`config.mk`:
```
export PLATFORM = sky130hd
export DESIGN_NAME = i2c_master_bit_sequencer_unit
export DESIGN_NICKNAME = d
export VERILOG_FILES = /design/src/sv/i2cseq_pkg.sv /design/src/sv/i2cseq_step.sv /design/src/sv/i2c_master_bit_sequencer_unit.sv
export SDC_FILE = /design/constraint.sdc
export NUM_CORES = 1
export LEC_CHECK = 0
export BUFFER_PORTS_ARGS = -buffer_cell sky130_fd_sc_hd__buf_2
export CORE_MARGIN = 2
export CORE_UTILIZATION = 55
export DETAILED_ROUTE_END_ITERATION = 12
export PLACE_DENSITY = 0.77
export SLEW_MARGIN = 30
export SYNTH_ARGS = -nofsm -noshare
export SYNTH_HDL_FRONTEND = slang
export SYNTH_SLANG_ARGS = --single-unit
```
`constraint.sdc`:
```
create_clock -name clk_i -period 3.87 [get_ports clk_i]
set_clock_uncertainty 0.2 [all_clocks]
set_input_delay 0.774 -clock clk_i [delete_from_list [all_inputs] [get_ports clk_i]]
set_output_delay 0.774 -clock clk_i [all_outputs]
set_load 0.05 [all_outputs]
```
`src/sv/i2cseq_pkg.sv`:
```
// Package with the command codes, sequencer state type and slot count table.
`default_nettype none

package i2cseq_pkg;

  localparam int unsigned FuncW  = 3;
  localparam int unsigned SlotW  = 5;
  localparam int unsigned ByteW  = 8;
  localparam int unsigned BitIdxW = 3;
  localparam int unsigned PhaseW = 2;

  // Command codes. Code zero is both the tick function and the idle state.
  typedef enum logic [FuncW-1:0] {
    CMD_IDLE  = 3'd0,
    CMD_START = 3'd1,
    CMD_STOP  = 3'd2,
    CMD_WRITE = 3'd3,
    CMD_READ  = 3'd4,
    CMD_SACK  = 3'd5,
    CMD_RACK  = 3'd6
  } cmd_e;

  // Bit phase. Write: set SDA, raise, drop SCL. Read: raise, sample, drop.
  typedef enum logic [PhaseW-1:0] {
    PH_SETUP = 2'd0,
    PH_HIGH  = 2'd1,
    PH_LOW   = 2'd2
  } phase_e;

  typedef struct packed {
    cmd_e               cmd;
    logic [SlotW-1:0]   slot;
    logic [BitIdxW-1:0] bit_idx;
    phase_e             phase;
    logic [ByteW-1:0]   shift;
    logic               scl;
    logic               sda;
    logic               ack_seen;
    logic [ByteW-1:0]   rx_byte;
  } seq_state_t;

  typedef struct packed {
    logic done;
    logic rejected;
  } step_flags_t;

  function automatic logic [SlotW-1:0] slot_total(input cmd_e cmd);
    logic [SlotW-1:0] total;
    case (cmd)
      CMD_START: total = 5'd4;
      CMD_STOP:  total = 5'd3;
      CMD_WRITE: total = 5'd24;
      CMD_READ:  total = 5'd25;
      CMD_SACK:  total = 5'd3;
      CMD_RACK:  total = 5'd4;
      default:   total = 5'd0;
    endcase
    return total;
  endfunction

endpackage

`default_nettype wire

```
`src/sv/i2cseq_step.sv`:
```
// Next-state logic of the line sequencer for one request.
`default_nettype none

module i2cseq_step (
  input  i2cseq_pkg::seq_state_t  cur_i,
  input  logic [2:0]              func_i,
  input  logic [7:0]              data_byte_i,
  input  logic                    ack_out_i,
  input  logic                    sda_in_i,
  output i2cseq_pkg::seq_state_t  nxt_o,
  output i2cseq_pkg::step_flags_t flags_o
);
  import i2cseq_pkg::*;

  logic             is_cmd;
  logic [SlotW-1:0] slot_inc;
  logic             counted;

  assign is_cmd   = func_i inside {[CMD_START:CMD_RACK]};
  assign slot_inc = cur_i.slot + 5'd1;

  always_comb begin
    nxt_o   = cur_i;
    flags_o = '0;
    counted = 1'b0;
    if (is_cmd) begin
      if (cur_i.cmd != CMD_IDLE) begin
        flags_o.rejected = 1'b1;
      end else begin
        nxt_o.cmd     = cmd_e'(func_i);
        nxt_o.slot    = '0;
        nxt_o.bit_idx = '0;
        nxt_o.phase   = PH_SETUP;
        case (cmd_e'(func_i))
          CMD_WRITE: nxt_o.shift = data_byte_i;
          CMD_SACK:  nxt_o.shift = {7'd0, ack_out_i};
          default:   nxt_o.shift = '0;
        endcase
      end
    end else if (cur_i.cmd != CMD_IDLE) begin
      case (cur_i.cmd)
        CMD_START: begin
          case (cur_i.slot)
            5'd0:    nxt_o.sda = 1'b1;
            5'd1:    nxt_o.scl = 1'b1;
            5'd2:    nxt_o.sda = 1'b0;
            default: nxt_o.scl = 1'b0;
          endcase
        end
        CMD_STOP: begin
          case (cur_i.slot)
            5'd0:    nxt_o.sda = 1'b0;
            5'd1:    nxt_o.scl = 1'b1;
            default: nxt_o.sda = 1'b1;
          endcase
        end
        CMD_WRITE: begin
          counted = 1'b1;
          case (cur_i.phase)
            PH_SETUP: nxt_o.sda = cur_i.shift[~cur_i.bit_idx];
            PH_HIGH:  nxt_o.scl = 1'b1;
            default:  nxt_o.scl = 1'b0;
          endcase
        end
        CMD_READ: begin
          // The first slot releases SDA; the bit phases follow it.
          if (cur_i.slot == '0) begin
            nxt_o.sda = 1'b1;
          end else begin
            counted = 1'b1;
            case (cur_i.phase)
              PH_SETUP: nxt_o.scl = 1'b1;
              PH_HIGH: begin
                if (sda_in_i) begin
                  nxt_o.shift[~cur_i.bit_idx] = 1'b1;
                end
              end
              default: nxt_o.scl = 1'b0;
            endcase
          end
        end
        CMD_SACK: begin
          case (cur_i.slot)
            5'd0:    nxt_o.sda = cur_i.shift[0];
            5'd1:    nxt_o.scl = 1'b1;
            default: nxt_o.scl = 1'b0;
          endcase
        end
        CMD_RACK: begin
          case (cur_i.slot)
            5'd0:    nxt_o.sda = 1'b1;
            5'd1:    nxt_o.scl = 1'b1;
            5'd2:    nxt_o.ack_seen = sda_in_i;
            default: nxt_o.scl = 1'b0;
          endcase
        end
        default: ;
      endcase

      if (counted) begin
        if (cur_i.phase == PH_LOW) begin
          nxt_o.phase   = PH_SETUP;
          nxt_o.bit_idx = cur_i.bit_idx + 3'd1;
        end else begin
          nxt_o.phase = phase_e'(cur_i.phase + 2'd1);
        end
      end

      if (slot_inc >= slot_total(cur_i.cmd)) begin
        if (cur_i.cmd == CMD_READ) begin
          nxt_o.rx_byte = nxt_o.shift;
        end
        flags_o.done = 1'b1;
        nxt_o.cmd    = CMD_IDLE;
        nxt_o.slot   = '0;
      end else begin
        nxt_o.slot = slot_inc;
      end
    end
  end

endmodule

`default_nettype wire

```
`src/sv/i2c_master_bit_sequencer_unit.sv`:
```
// Top level of the I2C master line sequencer with its stream ports.
//
// Usage: each request on the slave stream is either a command (start, stop,
// write byte, read byte, send ack, receive ack) or a tick. A command is taken
// only while the sequencer is idle; one that arrives while busy is ignored and
// its result reports rejected. Each tick performs one pin slot of the running
// command, standing for one bus delay period; the caller sends ticks at the
// bus timing it wants and feeds the sampled SDA level with each tick.
// Every request produces exactly one result on the master stream carrying the
// SCL and SDA levels after that request, busy, done, rejected, the last read
// byte and the last sampled ack bit.
// Results: the result of a request is registered and valid the cycle after it is accepted.
// Throughput: one request per cycle while the receiver keeps up; the sequencer
// state and the result register are both updated in the accepting cycle, so
// apart from stalls only the state register loop sets the pace.
// Stalls: the result register holds its value while the receiver keeps
// m_axis_tready_i low; the slave side stays ready as long as the result
// register is empty or being drained in the same cycle.
// Reset: the sequencer is idle with both lines released high, the read byte
// and ack bit are zero, and no result is pending.
`default_nettype none

module i2c_master_bit_sequencer_unit (
  input  logic        clk_i,
  input  logic        rst_ni,
  input  logic        s_axis_tvalid_i,
  output logic        s_axis_tready_o,
  // [7:0] data_byte, [8] ack_out, [9] sda_in, [15:10] zero
  input  logic [15:0] s_axis_tdata_i,
  // [2:0] func
  input  logic [2:0]  s_axis_tuser_i,
  output logic        m_axis_tvalid_o,
  input  logic        m_axis_tready_i,
  // [0] scl, [1] sda, [2] busy_res, [3] done_res, [4] rejected,
  // [12:5] read_byte, [13] ack_in, [15:14] zero
  output logic [15:0] m_axis_tdata_o
);
  import i2cseq_pkg::*;

  seq_state_t  state_q, state_d;
  step_flags_t flags;
  logic        out_valid_q;
  logic [15:0] out_data_q, out_data_d;
  logic        in_accept;

  assign s_axis_tready_o = !out_valid_q || m_axis_tready_i;
  assign in_accept       = s_axis_tvalid_i && s_axis_tready_o;

  i2cseq_step u_step (
    .cur_i       (state_q),
    .func_i      (s_axis_tuser_i),
    .data_byte_i (s_axis_tdata_i[7:0]),
    .ack_out_i   (s_axis_tdata_i[8]),
    .sda_in_i    (s_axis_tdata_i[9]),
    .nxt_o       (state_d),
    .flags_o     (flags)
  );

  // The result reports the levels and status after this request.
  assign out_data_d = {2'b00,
                       state_d.ack_seen,
                       state_d.rx_byte,
                       flags.rejected,
                       flags.done,
                       (state_d.cmd != CMD_IDLE),
                       state_d.sda,
                       state_d.scl};

  always_ff @(posedge clk_i or negedge rst_ni) begin
    if (!rst_ni) begin
      state_q <= '{cmd: CMD_IDLE, slot: '0, bit_idx: '0, phase: PH_SETUP,
                   shift: '0, scl: 1'b1, sda: 1'b1, ack_seen: 1'b0,
                   rx_byte: '0};
      out_valid_q <= 1'b0;
    end else begin
      if (in_accept) begin
        state_q     <= state_d;
        out_valid_q <= 1'b1;
      end else if (m_axis_tready_i) begin
        out_valid_q <= 1'b0;
      end
    end
  end

  always_ff @(posedge clk_i) begin
    if (in_accept) begin
      out_data_q <= out_data_d;
    end
  end

  assign m_axis_tvalid_o = out_valid_q;
  assign m_axis_tdata_o  = out_data_q;

endmodule

`default_nettype wire

```
### Word-level counts from Yosys, hierarchy flattened

Cells that the tools add are included.

| storage, ports and cells | value |
|---|---|
| memories | 0 |
| memory bits (read-only) | 0 |
| output and inout bits | 18 |
| memory bits (writable) | 0 |
| register bits | 47 |
| latch bits | 0 |

| cells by class | value |
|---|---|
| shifts and indexed selects | 0 |
| bitwise logic cells | 3 |
| multipliers | 0 |
| reduce and logical (&&, ||, !) cells | 20 |
| magnitude comparators | 5 |
| $add $sub $neg | 3 |
| multiplexer cells | 44 |
| equal/unequal tests | 13 |
| divide/modulo/power cells | 0 |

Operators with widths:

| kind | number |
|---|---|
| $mux W21 | 2 |
| $mux W8 | 5 |
| $mux W32 | 1 |
| $mux W5 | 4 |
| $pmux W5 S4 | 1 |
| $pmux W8 S2 | 1 |
| $mux W1 | 15 |
| $pmux W1 S2 | 7 |
| $eq A3 B3 Y1 const B | 4 |
| $pmux W2 S6 | 1 |
| $mux W11 | 1 |
| $eq A3 B2 Y1 const B | 3 |
| $mux W9 | 1 |
| $or A8 B8 Y8 | 1 |
| $reduce_bool A2 Y1 | 4 |
| $reduce_or A2 Y1 | 4 |
| $ge A3 B1 Y1 const B | 2 |
| $mux W3 | 2 |
| $reduce_bool A3 Y1 | 2 |
| $add A5 B1 Y5 const B | 1 |
| $eq A5 B1 Y1 const B | 1 |
| $eq A5 B2 Y1 const B | 1 |
| $ge A5 B5 Y1 | 1 |
| $logic_not A5 Y1 | 1 |
| 20 further kinds | 22 |

### Longest topological paths before layout

Gate-level depths: netlist (run 1).

| logic depth | value |
|---|---|
| word-level depth | 15 |
| mapped depth | 11 |
| depth with buffers taken out | 9 |

### Hierarchy

Synthesis (run 1) repeated with hierarchy kept, for this count alone.

| unflattened totals | value |
|---|---|
| cells, all modules | 301 |
| area total of the unflattened synthesis | 3184.3 um2 |

By module, submodules not included:

| module | cells each | sequential area each (um2) | area an instance (um2) | times used |
|---|---|---|---|---|
| i2c_master_bit_sequencer_unit | 90 | 1248.7 | 1811.7 | 1 |
| i2cseq_step | 211 | 0.0 | 1372.6 | 1 |

### Worst setup path before layout (run 1)

Ideal clock, no wire load.

| timing | value |
|---|---|
| kind | in2reg |
| start | in m_axis_tready_i |
| end | reg state_q[0] (netlist bit) |
| data arrival time | 2.814 ns |
| library setup time | 0.125 ns |
| stages on the path | 6 |
| path slack | 0.732 ns |
| cells stage by stage | nand2b_1 > nand2_1 > inv_1 > clkbuf_1 > nand3_1 > mux2_2 |

| between the ends | value |
|---|---|
| longest elaborated chain between the ends | 2 |

Ends and longest elaborated chain:

| element | line | RTL |
|---|---|---|
| from (decl) | i2c_master_bit_sequencer_unit.sv:33 | `input logic m_axis_tready_i,` |
| $logic_or A1 B1 Y1 | i2c_master_bit_sequencer_unit.sv:46 | `assign s_axis_tready_o = !out_valid_q \|\| m_axis_tready_i;` |
| $logic_and A1 B1 Y1 | i2c_master_bit_sequencer_unit.sv:47 | `assign in_accept = s_axis_tvalid_i && s_axis_tready_o;` |
| via in_accept | i2c_master_bit_sequencer_unit.sv:44 | `logic in_accept;` |
| to (signal assigned) | i2c_master_bit_sequencer_unit.sv:71 | `state_q <= '{cmd: CMD_IDLE, slot: '0, bit_idx: '0, phase: PH_SETUP,` |
| to (signal assigned) | i2c_master_bit_sequencer_unit.sv:77 | `state_q <= state_d;` |
| to (decl) | i2c_master_bit_sequencer_unit.sv:40 | `seq_state_t state_q, state_d;` |

The timed path passes the listed nets, and every way through them passes these cells.
A chain may end at the register's enable or synchronous reset.

### Worst setup path in the final report (run 1)

| timing | value |
|---|---|
| start | in s_axis_tuser_i[1] |
| end | reg state_q[15] (netlist bit) |

| between the ends | value |
|---|---|
| longest elaborated chain between the ends | 4 |

Ends and longest elaborated chain:

| element | line | RTL |
|---|---|---|
| from (decl) | i2c_master_bit_sequencer_unit.sv:31 | `input logic [2:0] s_axis_tuser_i,` |
| $ge A3 B1 Y1, or another cell as far along | i2cseq_step.sv:19 | `assign is_cmd = func_i inside {[CMD_START:CMD_RACK]};` |
| $logic_and A1 B1 Y1 or $pmux W8 S2 (tied branches) | i2cseq_step.sv:19, i2cseq_step.sv:34 |  |
| $ne A2 B2 Y1 (no line), or another cell as far along | n/a |  |
| $reduce_and A3 Y1 (no line) or $mux W21 (tied branches) | n/a |  |

Parallel ways exist; a longest one is shown, timed or not. The select of a mux whose other input is x is not followed.

==> reports/qor.tcl, run 1 <==
set qor(ioPinCount) 41
set qor(fin_nets) 341
set qor(p_sw_share_pct) 34.7
set qor(netlist_area_mm2) 0.00285
set qor(grt_pass1_vias) 2164
set qor(placement.cell_area_mm2) 0.00304
set qor(dr_total_vias) 2256
set qor(final_cell_mix) {sky130_fd_sc_hd__buf_2 (32), sky130_fd_sc_hd__dfrtp_1 (31), sky130_fd_sc_hd__nand2_1 (20), sky130_fd_sc_hd__mux2_2 (20), sky130_fd_sc_hd__o21ai_0 (18)}
set qor(post-route-cell-area_mm2) 0.00316
set qor(power_density_mw_per_mm2) 437
set qor(worst_setup_hold_path_clk_slew_ps) 90
set qor(drive_above_1_share_pct) 23.8
set qor(r2r_cells) 8
set qor(layout.cells.most_common) {sky130_fd_sc_hd__buf_2}
set qor(start_kind) {primary input}
set qor(root_buffer_master) {sky130_fd_sc_hd__clkbuf_8}
set qor(power.leakage_nw) 1.41
set qor(gp_congestion) 0.867
set qor(combPwrFrac_pct) 27.8
set qor(hold_path.class) {reg -> reg}
set qor(slew_at_the_pin_with_the_worst_max_slew_slack_ps) 754
set qor(worstSetupEndpoint) {state_q[15]}
set qor(grt_remaining_overflow) 0
set qor(fp.coreArea_mm2) 0.00504
set qor(synth_edf_count) 14
set qor(crit_start) {s_axis_tuser_i[1]}
set qor(hold_viol_final) 0
set qor(achievable-frequency_mhz) 317
set qor(max_slew_margin_pct) 49.7
set qor(antenna_diodes) 0
set qor(overall_track_demand_over_capacity_in_global_routing_pct) 23.0
set qor(setup_total_negative_slack_ps) 0
set qor(cts_made_buffers) 5
set qor(final.period_utilization_pct) 81.5
set qor(grt_start_max_net_pins) 34
set qor(die_h_um) 76.0
set qor(timing.critical_path.fanout_max) 16
set qor(die_width_um) 76.0
set qor(criticalPathCategory) {in -> reg}
set qor(r2r_setup_slack_ps) 750
set qor(worst_skew_pair.late_latency_ps) 310
set qor(port_buffers) 32
set qor(p_switching_mw) 0.478
set qor(drt-initial-drc-count) 147
set qor(htree_levels) 2
set qor(dp_hpwl_um) 4640
set qor(initial_util_pct) 56.6
set qor(startpoint_of_the_most_critical_register_to_register_path) {state_q[30]}
set qor(count_of_different_cell_masters_after_synthesis) 55
set qor(drt-wirelength-per-cell_um) 16.7
set qor(ctsHoldBuffers) 0
set qor(worstSetupEndpointType) {register}
set qor(yosys_warning_total) 0
set qor(vdd_drop_max_v) 0.000203
set qor(cts.repair_timing.setup_buffer_count) 0
set qor(postSynthRegisterBits) 47
set qor(drt-pass1-iter-count) 4
set qor(drv_slew) 0
set qor(clock_power_share_pct) 27.0
set qor(finalSetupViolations) 0
set qor(first_pass_grt_wire_length_um) 10700
set qor(power.share.sequential_pct) 45.1
set qor(route.antenna.remaining_nets) 0
set qor(run_status) {completed}
set qor(share_of_synthesized_registers_carrying_an_async_set_or_reset_pct) 70.2
set qor(yosysSeqAreaShare_pct) 43.8
set qor(avgSynthCellArea_um2) 10.2
set qor(postRouteWirelength_um) 6300
set qor(dieArea_mm2) 0.00578
set qor(post_syn_instances) 280
set qor(worst_r2r_endpoint) {m_axis_tdata_o[9]}
set qor(post_cts_resized) 0
set qor(p_int_mw) 0.901
set qor(critPathRequiredTime_ps) 3880
set qor(period_needed_ps) 3150
set qor(layout-area-overhead-vs-synth_pct) 10.7
set qor(rows) 26
set qor(drv_cap) 0
set qor(grt_setup_unrepaired) {false}
set qor(grt_antenna_before_repair) 0
set qor(clock_path_buffers) 2
set qor(drt-vias-per-instance) 5.98
set qor(clock_sink_count) 47
set qor(remaining_drc_errors) 0
set qor(worstPathArrival_ps) 3160
set qor(synth_top_flop_cell) {sky130_fd_sc_hd__dfrtp_1}
set qor(tritoncts) {done}
==> routing by layer <==
metal	share of wire, %	wire [um]	GRT usage, %
met2	46	2870	35.7
met1	47	2960	33.4
met5	0	0	0
met4	1.6	101	6.91
met3	5.9	372	4.03
==> worst max-delay path, cell delays in order <==
cell and delay, ps:
sky130_fd_sc_hd__buf_2 140, sky130_fd_sc_hd__and3_1 210, sky130_fd_sc_hd__nor2_1 280, sky130_fd_sc_hd__clkinv_1 350
sky130_fd_sc_hd__ha_1 400, sky130_fd_sc_hd__nor3b_1 180, sky130_fd_sc_hd__buf_4 230, sky130_fd_sc_hd__and4_1 370
sky130_fd_sc_hd__a22oi_1 110, sky130_fd_sc_hd__o31ai_1 90
==> synth_stat cells (5+ instances only) <==
| cell type | instances | area share (%) |
|---|---|---|
| sky130_fd_sc_hd__a21oi_1 | 10 | 1.8 |
| sky130_fd_sc_hd__nor3_1 | 5 | 0.88 |
| sky130_fd_sc_hd__clkbuf_1 | 13 | 1.7 |
| sky130_fd_sc_hd__edfxtp_1 | 14 | 15 |
| sky130_fd_sc_hd__nor2_1 | 16 | 2.1 |
| sky130_fd_sc_hd__nor2b_1 | 5 | 1.1 |
| sky130_fd_sc_hd__dfrtp_1 | 31 | 27 |
| sky130_fd_sc_hd__a31oi_1 | 6 | 1.3 |
| sky130_fd_sc_hd__nand2_1 | 20 | 2.6 |
| sky130_fd_sc_hd__o21bai_1 | 6 | 1.6 |
| sky130_fd_sc_hd__mux2_2 | 20 | 7.9 |
| sky130_fd_sc_hd__nand3_1 | 11 | 1.9 |
| sky130_fd_sc_hd__o21ai_0 | 18 | 3.2 |
| sky130_fd_sc_hd__a22oi_1 | 8 | 2.1 |
| sky130_fd_sc_hd__inv_1 | 9 | 1.2 |
| sky130_fd_sc_hd__o31ai_1 | 5 | 1.3 |
| sky130_fd_sc_hd__ha_1 | 12 | 5.3 |
==> sequential cells by signal (all words and copies together) (netlist names) <==
| name | count |
|---|---|
| state_q | 32 |
| m_axis_tdata_o | 14 |
| m_axis_tvalid_o | 1 |
==> power by group through the flow <==
stage	sequential [mW]	combinational, mW	clock, mW
floorplan	0.630	0.286	0
global placement	0.628	0.368	0
detailed placement	0.630	0.382	0
CTS	0.620	0.383	0.374
global route	0.630	0.426	0.394
finish	0.623	0.384	0.373
==> metrics by stage <==
step           power [mW]  hold WS (ps)  instances  worst slack, ps  utilization [%]
2_1_floorplan       0.916           274        281              732                -
3_3_place_gp        0.997           281        369              484             60.3
3_5_place_dp         1.01           289        369              450             60.3
4_1_cts              1.38           310        377              752             62.6
5_1_grt              1.45           318        377              542             62.6
6_report             1.38           309        377              718             62.6
==> kinds of logic after synthesis <==
group,synth area share (%)
compound gates,19.3
xor+xnor,0.921
fa+ha+maj,5.26
buf+inv,4.65
flops,43.8
mux,9.74
other cells,0.131
simple gates,16.2
==> layout make-up <==
type / count / area [um2]
clock buffers: 5 / 68.8
clock inverters: 3 / 46.3
fillers: 440 / 1880
inverters: 11 / 41.3
multi-input cells: 205 / 1480
flip-flops and latches: 47 / 1250
well taps: 70 / 87.6
repair buffers: 36 / 190
==> worst min-delay path by stage <==
stage,to,slack [ps],cells after the start,from
global route,state_q[4],320,1,state_q[4]
finish,state_q[4],310,1,state_q[4]
floorplan,state_q[1],270,1,state_q[1]
global placement,state_q[4],280,1,state_q[4]
detailed placement,state_q[4],290,1,state_q[4]
CTS,state_q[4],310,1,state_q[4]
Note: power is estimated with default switching activity, not from simulation.
==> run 2: changes to the inputs <==
--- a/config.mk
+++ b/config.mk
@@ -7,9 +7,9 @@
 export LEC_CHECK = 0
 export BUFFER_PORTS_ARGS = -buffer_cell sky130_fd_sc_hd__buf_2
 export CORE_MARGIN = 2
-export CORE_UTILIZATION = 55
+export CORE_UTILIZATION = 52
 export DETAILED_ROUTE_END_ITERATION = 12
-export PLACE_DENSITY = 0.77
+export PLACE_DENSITY = 0.76
 export SLEW_MARGIN = 30
 export SYNTH_ARGS = -nofsm -noshare
 export SYNTH_HDL_FRONTEND = slang
==> constraint.sdc (replaced) <==
create_clock -name clk_i -period 2.85 [get_ports clk_i]
set_clock_uncertainty 0.2 [all_clocks]
set_input_delay 0.57 -clock clk_i [delete_from_list [all_inputs] [get_ports clk_i]]
set_output_delay 0.57 -clock clk_i [all_outputs]
set_load 0.05 [all_outputs]
==> run 2 against run 1 <==
Hold slack lost 180 ps; via count is 5.7% higher; first-iteration DRC count increased by 31%; non-clock buffer count up 20; die area rose by 5.5%; highest routed layer unchanged; largest power group unchanged; global-route usage down 0.25 points; critical path depth shrank 1; sequential share of layout area down 2.3 points.
==> reports/qor.tcl, run 2 (synthesized netlist as in run 1, its figures left out) <==
set qor(run_status) {completed}
set qor(initial_util_pct) 54.8 ;# -1.8 points
set qor(drv_slew) 0 ;# unchanged
set qor(ctsHoldBuffers) 0 ;# unchanged
set qor(drive_above_1_share_pct) 31.2 ;# +7.4 points
set qor(crit_slowest_cell) {sky130_fd_sc_hd__or4_1}
set qor(startpoint_of_the_most_critical_register_to_register_path) {state_q[29]}
set qor(worstSetupEndpointType) {register}
set qor(die_h_um) 78.1 ;# +2.7%
set qor(dieArea_mm2) 0.00609 ;# +5.5%
set qor(layout-area-overhead-vs-synth_pct) 17.5
set qor(final.period_utilization_pct) 95.4
set qor(cpPeakStageDelay_ps) 490 ;# +90 ps
set qor(overall_track_demand_over_capacity_in_global_routing_pct) 22.8 ;# -0.25 points
set qor(path_buf_inv) 1 ;# -2
set qor(finalHoldWorstSlack_ps) 129 ;# -179 ps
set qor(achievable-frequency_mhz) 368
set qor(drt-vias-per-instance) 6.01 ;# +0.35%
set qor(route.antenna.remaining_nets) 0 ;# unchanged
set qor(grt_pass1_vias) 2207 ;# +2.0%
set qor(clock_path_buffers) 2 ;# unchanged
set qor(number_of_flip_flops_in_the_largest_register) 32 ;# unchanged
set qor(port_buffers) 32 ;# unchanged
set qor(first_pass_grt_wire_length_um) 10900 ;# +1.7%
set qor(root_buffer_master) {sky130_fd_sc_hd__clkbuf_8}
set qor(drt-wirelength-per-cell_um) 16.5 ;# -1.3%
set qor(rows) 26 ;# unchanged
set qor(p_int_mw) 1.29 ;# +43%
set qor(critPathRequiredTime_ps) 2890 ;# -990 ps
set qor(sequential_cell_area_mm2) 0.00125 ;# +0.10%
set qor(r2r_setup_slack_ps) 130 ;# -620 ps
set qor(dp_hpwl_um) 4960 ;# +6.7%
set qor(postRouteWirelength_um) 6550 ;# +3.9%
set qor(vdd_drop_max_v) 0.000339 ;# +67%
set qor(layout.filler_cells) 440 ;# unchanged
set qor(clock_sink_count) 47 ;# unchanged
set qor(timing.critical_path.fanout_max) 10 ;# -6
set qor(die_width_um) 78.1 ;# +2.7%
set qor(path_cells) {or3b_2, nand2_1, ha_1, nand2b_1, a21oi_1, o21ai_2, buf_4, or4_1, o21ai_0}
set qor(p_switching_mw) 0.674 ;# +41%
set qor(combPwrFrac_pct) 31.9 ;# +4.1 points
set qor(fp.coreArea_mm2) 0.00520 ;# +3.2%
set qor(critical-path-top-delay-family) {simple AND/OR/NAND/NOR gates}
set qor(drt-pass1-iter-count) 5 ;# +1
set qor(placement.cell_area_mm2) 0.00320 ;# +5.3%
set qor(hold_path.class) {in -> async}
set qor(gp_congestion) 0.874 ;# +0.71%
set qor(hold_viol_final) 0 ;# unchanged
set qor(slew_at_the_pin_with_the_worst_max_slew_slack_ps) 783 ;# +29.1 ps
set qor(power_density_mw_per_mm2) 585 ;# +34%
set qor(register_bank_with_the_most_flops) {state_q}
set qor(final_cell_mix) {sky130_fd_sc_hd__buf_2 (32), sky130_fd_sc_hd__dfrtp_1 (30), sky130_fd_sc_hd__buf_4 (22), sky130_fd_sc_hd__mux2_2 (20), sky130_fd_sc_hd__nand2_1 (18)}
set qor(antenna_diodes) 0 ;# unchanged
set qor(max_slew_margin_pct) 47.8 ;# -1.9 points
set qor(cts_made_buffers) 5 ;# unchanged
set qor(power.leakage_nw) 1.52 ;# +7.8%
set qor(grt_remaining_overflow) 0 ;# unchanged
set qor(p_sw_share_pct) 34.3 ;# -0.32 points
set qor(crit_start) {state_q[29]}
set qor(dr_total_vias) 2384 ;# +5.7%
set qor(worst_skew_pair.late_latency_ps) 310 ;# about the same
set qor(clock_power_share_pct) 26.1 ;# -0.9 points
set qor(drv_cap) 0 ;# unchanged
set qor(criticalPathCategory) {reg -> reg}
set qor(drt-initial-drc-count) 192 ;# +31%
set qor(remaining_drc_errors) 0 ;# unchanged
set qor(post-route-cell-area_mm2) 0.00335 ;# +6.2%
set qor(worst_setup_hold_path_clk_slew_ps) 90 ;# about the same
set qor(grt_start_max_net_pins) 34 ;# unchanged
set qor(multiInputGateArea_mm2) 0.00150 ;# +1.9%
set qor(period_needed_ps) 2720
set qor(ioPinCount) 41 ;# unchanged
set qor(start_kind) {register}
set qor(htree_levels) 2 ;# unchanged
set qor(power.share.sequential_pct) 42.0 ;# -3.1 points
set qor(worstPathArrival_ps) 2760 ;# -400 ps
set qor(layout.cells.most_common) {sky130_fd_sc_hd__buf_2}
set qor(grt_antenna_before_repair) 0 ;# unchanged
set qor(finalSetupViolations) 0 ;# unchanged
set qor(tritoncts) {done}
set qor(fin_nets) 361 ;# +5.9%
## run 2: metrics by stage
step	setup TNS (ps)	worst slack [ps]	instances	util [%]	power [mW]
4_1_cts	0	55.9	395	63.7	1.95
2_1_floorplan	0	2.28	281	-	1.25
5_1_grt	-12.2	-12.2	397	64.4	2.06
3_3_place_gp	0	24.3	387	61.5	1.43
6_report	0	131	397	64.4	1.96
3_5_place_dp	-77.7	-18.4	387	61.5	1.45
## run 2: per-layer routing
metal	global-route usage (%)	vias to the layer above	part of all wire, %
met5	0	-	0
met3	3.56	12	6.3
li1	-	1128	-
met4	6.67	0	1.3
met1	33.6	1157	46
met2	35.0	87	46
## run 2: worst paths after layout
| path | to | cells past startpoint |
|---|---|---|
| setup / recovery | state_q[24] | 9 |
| hold / removal | state_q[22] | 1 |
| setup reg to reg | state_q[24] | 9 |
| hold reg to reg | state_q[4] | 1 |
| max in group asynchronous | state_q[29] | 1 |
| min in group clk_i | state_q[13] | 3 |
## run 2: final cells by class
type                    count  share of cell area (%)
repair buffers             56                    10.6
multi-input cells         205                    44.8
inverters                  11                    1.23
flip-flops and latches     47                    37.3
clock buffers               5                    2.05
well taps                  70                    2.61
clock inverters             3                    1.38
## run 2: repair_timing
| item | in CTS | in global routing |
|---|---|---|
| endpoints found under the setup margin | 8 | 16 |
| gates resized for setup | 1 | 7 |
| setup buffers | 0 | 2 |
## run 2: power groups by stage
stage          logic [mW]  registers (mW)  clock network, mW
2_1_floorplan       0.391           0.856                  0
3_3_place_gp        0.595           0.831                  0
3_5_place_dp        0.612           0.834                  0
4_1_cts             0.615           0.821              0.517
5_1_grt             0.690           0.830              0.543
6_report            0.627           0.824              0.512
==> run 3: changes to the inputs <==
--- a/config.mk
+++ b/config.mk
@@ -6,10 +6,12 @@
 export NUM_CORES = 1
 export LEC_CHECK = 0
 export BUFFER_PORTS_ARGS = -buffer_cell sky130_fd_sc_hd__buf_2
+export CELL_PAD_IN_SITES_DETAIL_PLACEMENT = 1
+export CELL_PAD_IN_SITES_GLOBAL_PLACEMENT = 2
 export CORE_MARGIN = 2
-export CORE_UTILIZATION = 52
+export CORE_UTILIZATION = 33
 export DETAILED_ROUTE_END_ITERATION = 12
-export PLACE_DENSITY = 0.76
+export PLACE_DENSITY_LB_ADDON = 0.1
 export SLEW_MARGIN = 30
 export SYNTH_ARGS = -nofsm -noshare
 export SYNTH_HDL_FRONTEND = slang
==> run 3 against run 2 <==
Sequential power increased by 2%; power increased by 2.1%; routed wire length increased by 21%; largest power group unchanged; global-route usage decreased by 5.6 points; non-clock buffer count increased by 6; cell area increased by 3.4%; critical path type unchanged; clock power about the same.
==> reports/qor.tcl, run 3 (synthesized netlist as in run 1, its figures left out) <==
set qor(finalHoldWorstSlack_ps) 129 ;# -0.0560 ps
set qor(achievable-frequency_mhz) 366 ;# -0.46%
set qor(antenna_diodes) 0 ;# unchanged
set qor(die_h_um) 97.0 ;# +24%
set qor(hold_path.class) {in -> async}
set qor(overall_track_demand_over_capacity_in_global_routing_pct) 17.2 ;# -5.6 points
set qor(tritoncts) {done}
set qor(drt-vias-per-instance) 5.42 ;# -9.7%
set qor(grt_remaining_overflow) 0 ;# unchanged
set qor(dp_hpwl_um) 6030 ;# +22%
set qor(power.share.sequential_pct) 42.0 ;# about the same
set qor(drv_slew) 0 ;# unchanged
set qor(period_needed_ps) 2730 ;# +12.5 ps
set qor(p_switching_mw) 0.696 ;# +3.3%
set qor(ctsHoldBuffers) 0 ;# unchanged
set qor(worst_skew_pair.late_latency_ps) 310 ;# about the same
set qor(total_power_mw) 2.00 ;# +2.1%
set qor(number_of_flip_flops_in_the_largest_register) 32 ;# unchanged
set qor(fin_nets) 367 ;# +1.7%
set qor(crit_start) {state_q[24]}
set qor(drt-initial-drc-count) 50 ;# -74%
set qor(vdd_drop_max_v) 0.000228 ;# -33%
set qor(register_bank_with_the_most_flops) {state_q}
set qor(fp.coreArea_mm2) 0.00830 ;# +59%
set qor(first_pass_grt_wire_length_um) 12900 ;# +19%
set qor(port_buffers) 32 ;# unchanged
set qor(max_slew_margin_pct) 47.0 ;# -0.78 points
set qor(criticalPathCategory) {reg -> reg}
set qor(numPlacedInstances) 422 ;# +9.0%
set qor(dieArea_mm2) 0.00940 ;# +54%
set qor(layout.filler_cells) 952 ;# +120%
set qor(start_kind) {register}
set qor(rows) 33 ;# +27%
set qor(critPathRequiredTime_ps) 2700 ;# -190 ps
set qor(slew_at_the_pin_with_the_worst_max_slew_slack_ps) 795 ;# +11.7 ps
set qor(run_status) {completed}
set qor(drt-pass1-iter-count) 4 ;# -1
set qor(hold_viol_final) 0 ;# unchanged
set qor(p_sw_share_pct) 34.7 ;# +0.41 points
set qor(cts_made_buffers) 5 ;# unchanged
set qor(p_int_mw) 1.31 ;# +1.5%
set qor(die_width_um) 97.0 ;# +24%
set qor(final_cell_mix) {sky130_fd_sc_hd__buf_2 (32), sky130_fd_sc_hd__buf_4 (28), sky130_fd_sc_hd__dfrtp_1 (27), sky130_fd_sc_hd__mux2_2 (20), sky130_fd_sc_hd__nand2_1 (18)}
set qor(drt-wirelength-per-cell_um) 18.1 ;# +9.4%
set qor(postRouteWirelength_um) 7910 ;# +21%
set qor(layout.core_utilization_pct) 41.8 ;# -23 points
set qor(power.leakage_nw) 1.57 ;# +2.8%
set qor(grt_antenna_before_repair) 0 ;# unchanged
set qor(clock_path_buffers) 2 ;# unchanged
set qor(root_buffer_master) {sky130_fd_sc_hd__clkbuf_8}
set qor(r2r_setup_slack_ps) 120 ;# about the same
set qor(route.antenna.remaining_nets) 0 ;# unchanged
set qor(layout.cells.most_common) {sky130_fd_sc_hd__buf_2}
set qor(layout-area-overhead-vs-synth_pct) 21.5
set qor(worst_setup_hold_path_clk_slew_ps) 100 ;# about the same
set qor(clock_sink_count) 47 ;# unchanged
set qor(grt_start_max_net_pins) 34 ;# unchanged
set qor(clock_power_share_pct) 25.7 ;# -0.4 points
set qor(worstSetupEndpointType) {register}
set qor(drive_above_1_share_pct) 34.2 ;# +3.0 points
set qor(worstPathArrival_ps) 2580 ;# -180 ps
set qor(timing.critical_path.fanout_max) 6 ;# -4
set qor(finalNonFillerCells) 438 ;# +10%
set qor(gp_congestion) 0.836 ;# -4.3%
set qor(initial_util_pct) 34.4 ;# -20 points
set qor(power_density_mw_per_mm2) 578 ;# -1.2%
set qor(startpoint_of_the_most_critical_register_to_register_path) {state_q[24]}
set qor(combPwrFrac_pct) 32.4 ;# +0.5 points
set qor(drv_cap) 0 ;# unchanged
set qor(htree_levels) 2 ;# unchanged
set qor(grt_pass1_vias) 2399 ;# +8.7%
set qor(dr_total_vias) 2374 ;# -0.42%
set qor(remaining_drc_errors) 0 ;# unchanged
set qor(finalSetupViolations) 0 ;# unchanged
set qor(ioPinCount) 41 ;# unchanged
set qor(final.period_utilization_pct) 95.9 ;# +0.44 points
-- run 3: changes by cell type in the layout (fill, tap and decap cells not counted), sizes merged --
| cell | before | now |
|---|---|---|
| buf | 56 | 62 |
| clkinv | 2 | 3 |
| clkinvlp | 1 | 0 |
-- run 3: layer usage --
| metal | vias up | track usage (%) | part of all wire [%] |
|---|---|---|---|
| li1 | 1138 | - | - |
| met1 | 1187 | 25.5 | 50 |
| met2 | 42 | 26.4 | 45 |
| met3 | 7 | 2.75 | 4.0 |
| met4 | 0 | 3.58 | 0.83 |
| met5 | - | 0 | 0 |
-- run 3: area by class of cell --
class	instances	area [um2]	area share [%]
timing repair buffer	62	393	11.3
clock inverter	3	47.5	1.37
clock buffer	5	68.8	1.98
tap	105	131	3.79
sequential	47	1250	36.2
multi-input combinational	205	1530	44.2
inverter	11	41.3	1.19
-- run 3: power groups by stage --
| stage | Sequential (mW) | Clock (mW) | Combinational (mW) |
|---|---|---|---|
| floorplan | 0.856 | 0 | 0.391 |
| global placement | 0.850 | 0 | 0.602 |
| detailed placement | 0.851 | 0 | 0.610 |
| CTS | 0.838 | 0.530 | 0.614 |
| global route | 0.850 | 0.555 | 0.721 |
| finish | 0.841 | 0.514 | 0.649 |
-- run 3: critical path, cell delays in order (launching register included) --
cell and delay, ps:
sky130_fd_sc_hd__dfrtp_2 450, sky130_fd_sc_hd__inv_1 120, sky130_fd_sc_hd__ha_1 170, sky130_fd_sc_hd__or4b_4 460, sky130_fd_sc_hd__or3b_1 380, sky130_fd_sc_hd__a32o_2 300
sky130_fd_sc_hd__a2111oi_4 320, sky130_fd_sc_hd__a21oi_1 70
-- run 3: final timing paths --
path,to,depth (start not counted)
max,m_axis_tdata_o[1],7
min,state_q[2],1
max reg2reg,m_axis_tdata_o[1],7
min reg2reg,state_q[1],1
max in group asynchronous,state_q[24],1
min in group clk_i,m_axis_tvalid_o,3
-- run 3: through the flow --
step	setup TNS, ps	setup slack (ps)	cell area [um2]
global route	-14.8	-14.8	3470
floorplan	0	2.28	2870
CTS	0	5.15	3350
finish	0	118	3470
global placement	0	20.9	3230
detailed placement	-271	-43.7	3230
-- run 3: timing repair --
| item | CTS | global route |
|---|---|---|
| resized for setup | 2 | 20 |
| setup buffers | 0 | 8 |
| pin swaps | 0 | 3 |
| setup endpoints to repair | 8 | 13 |
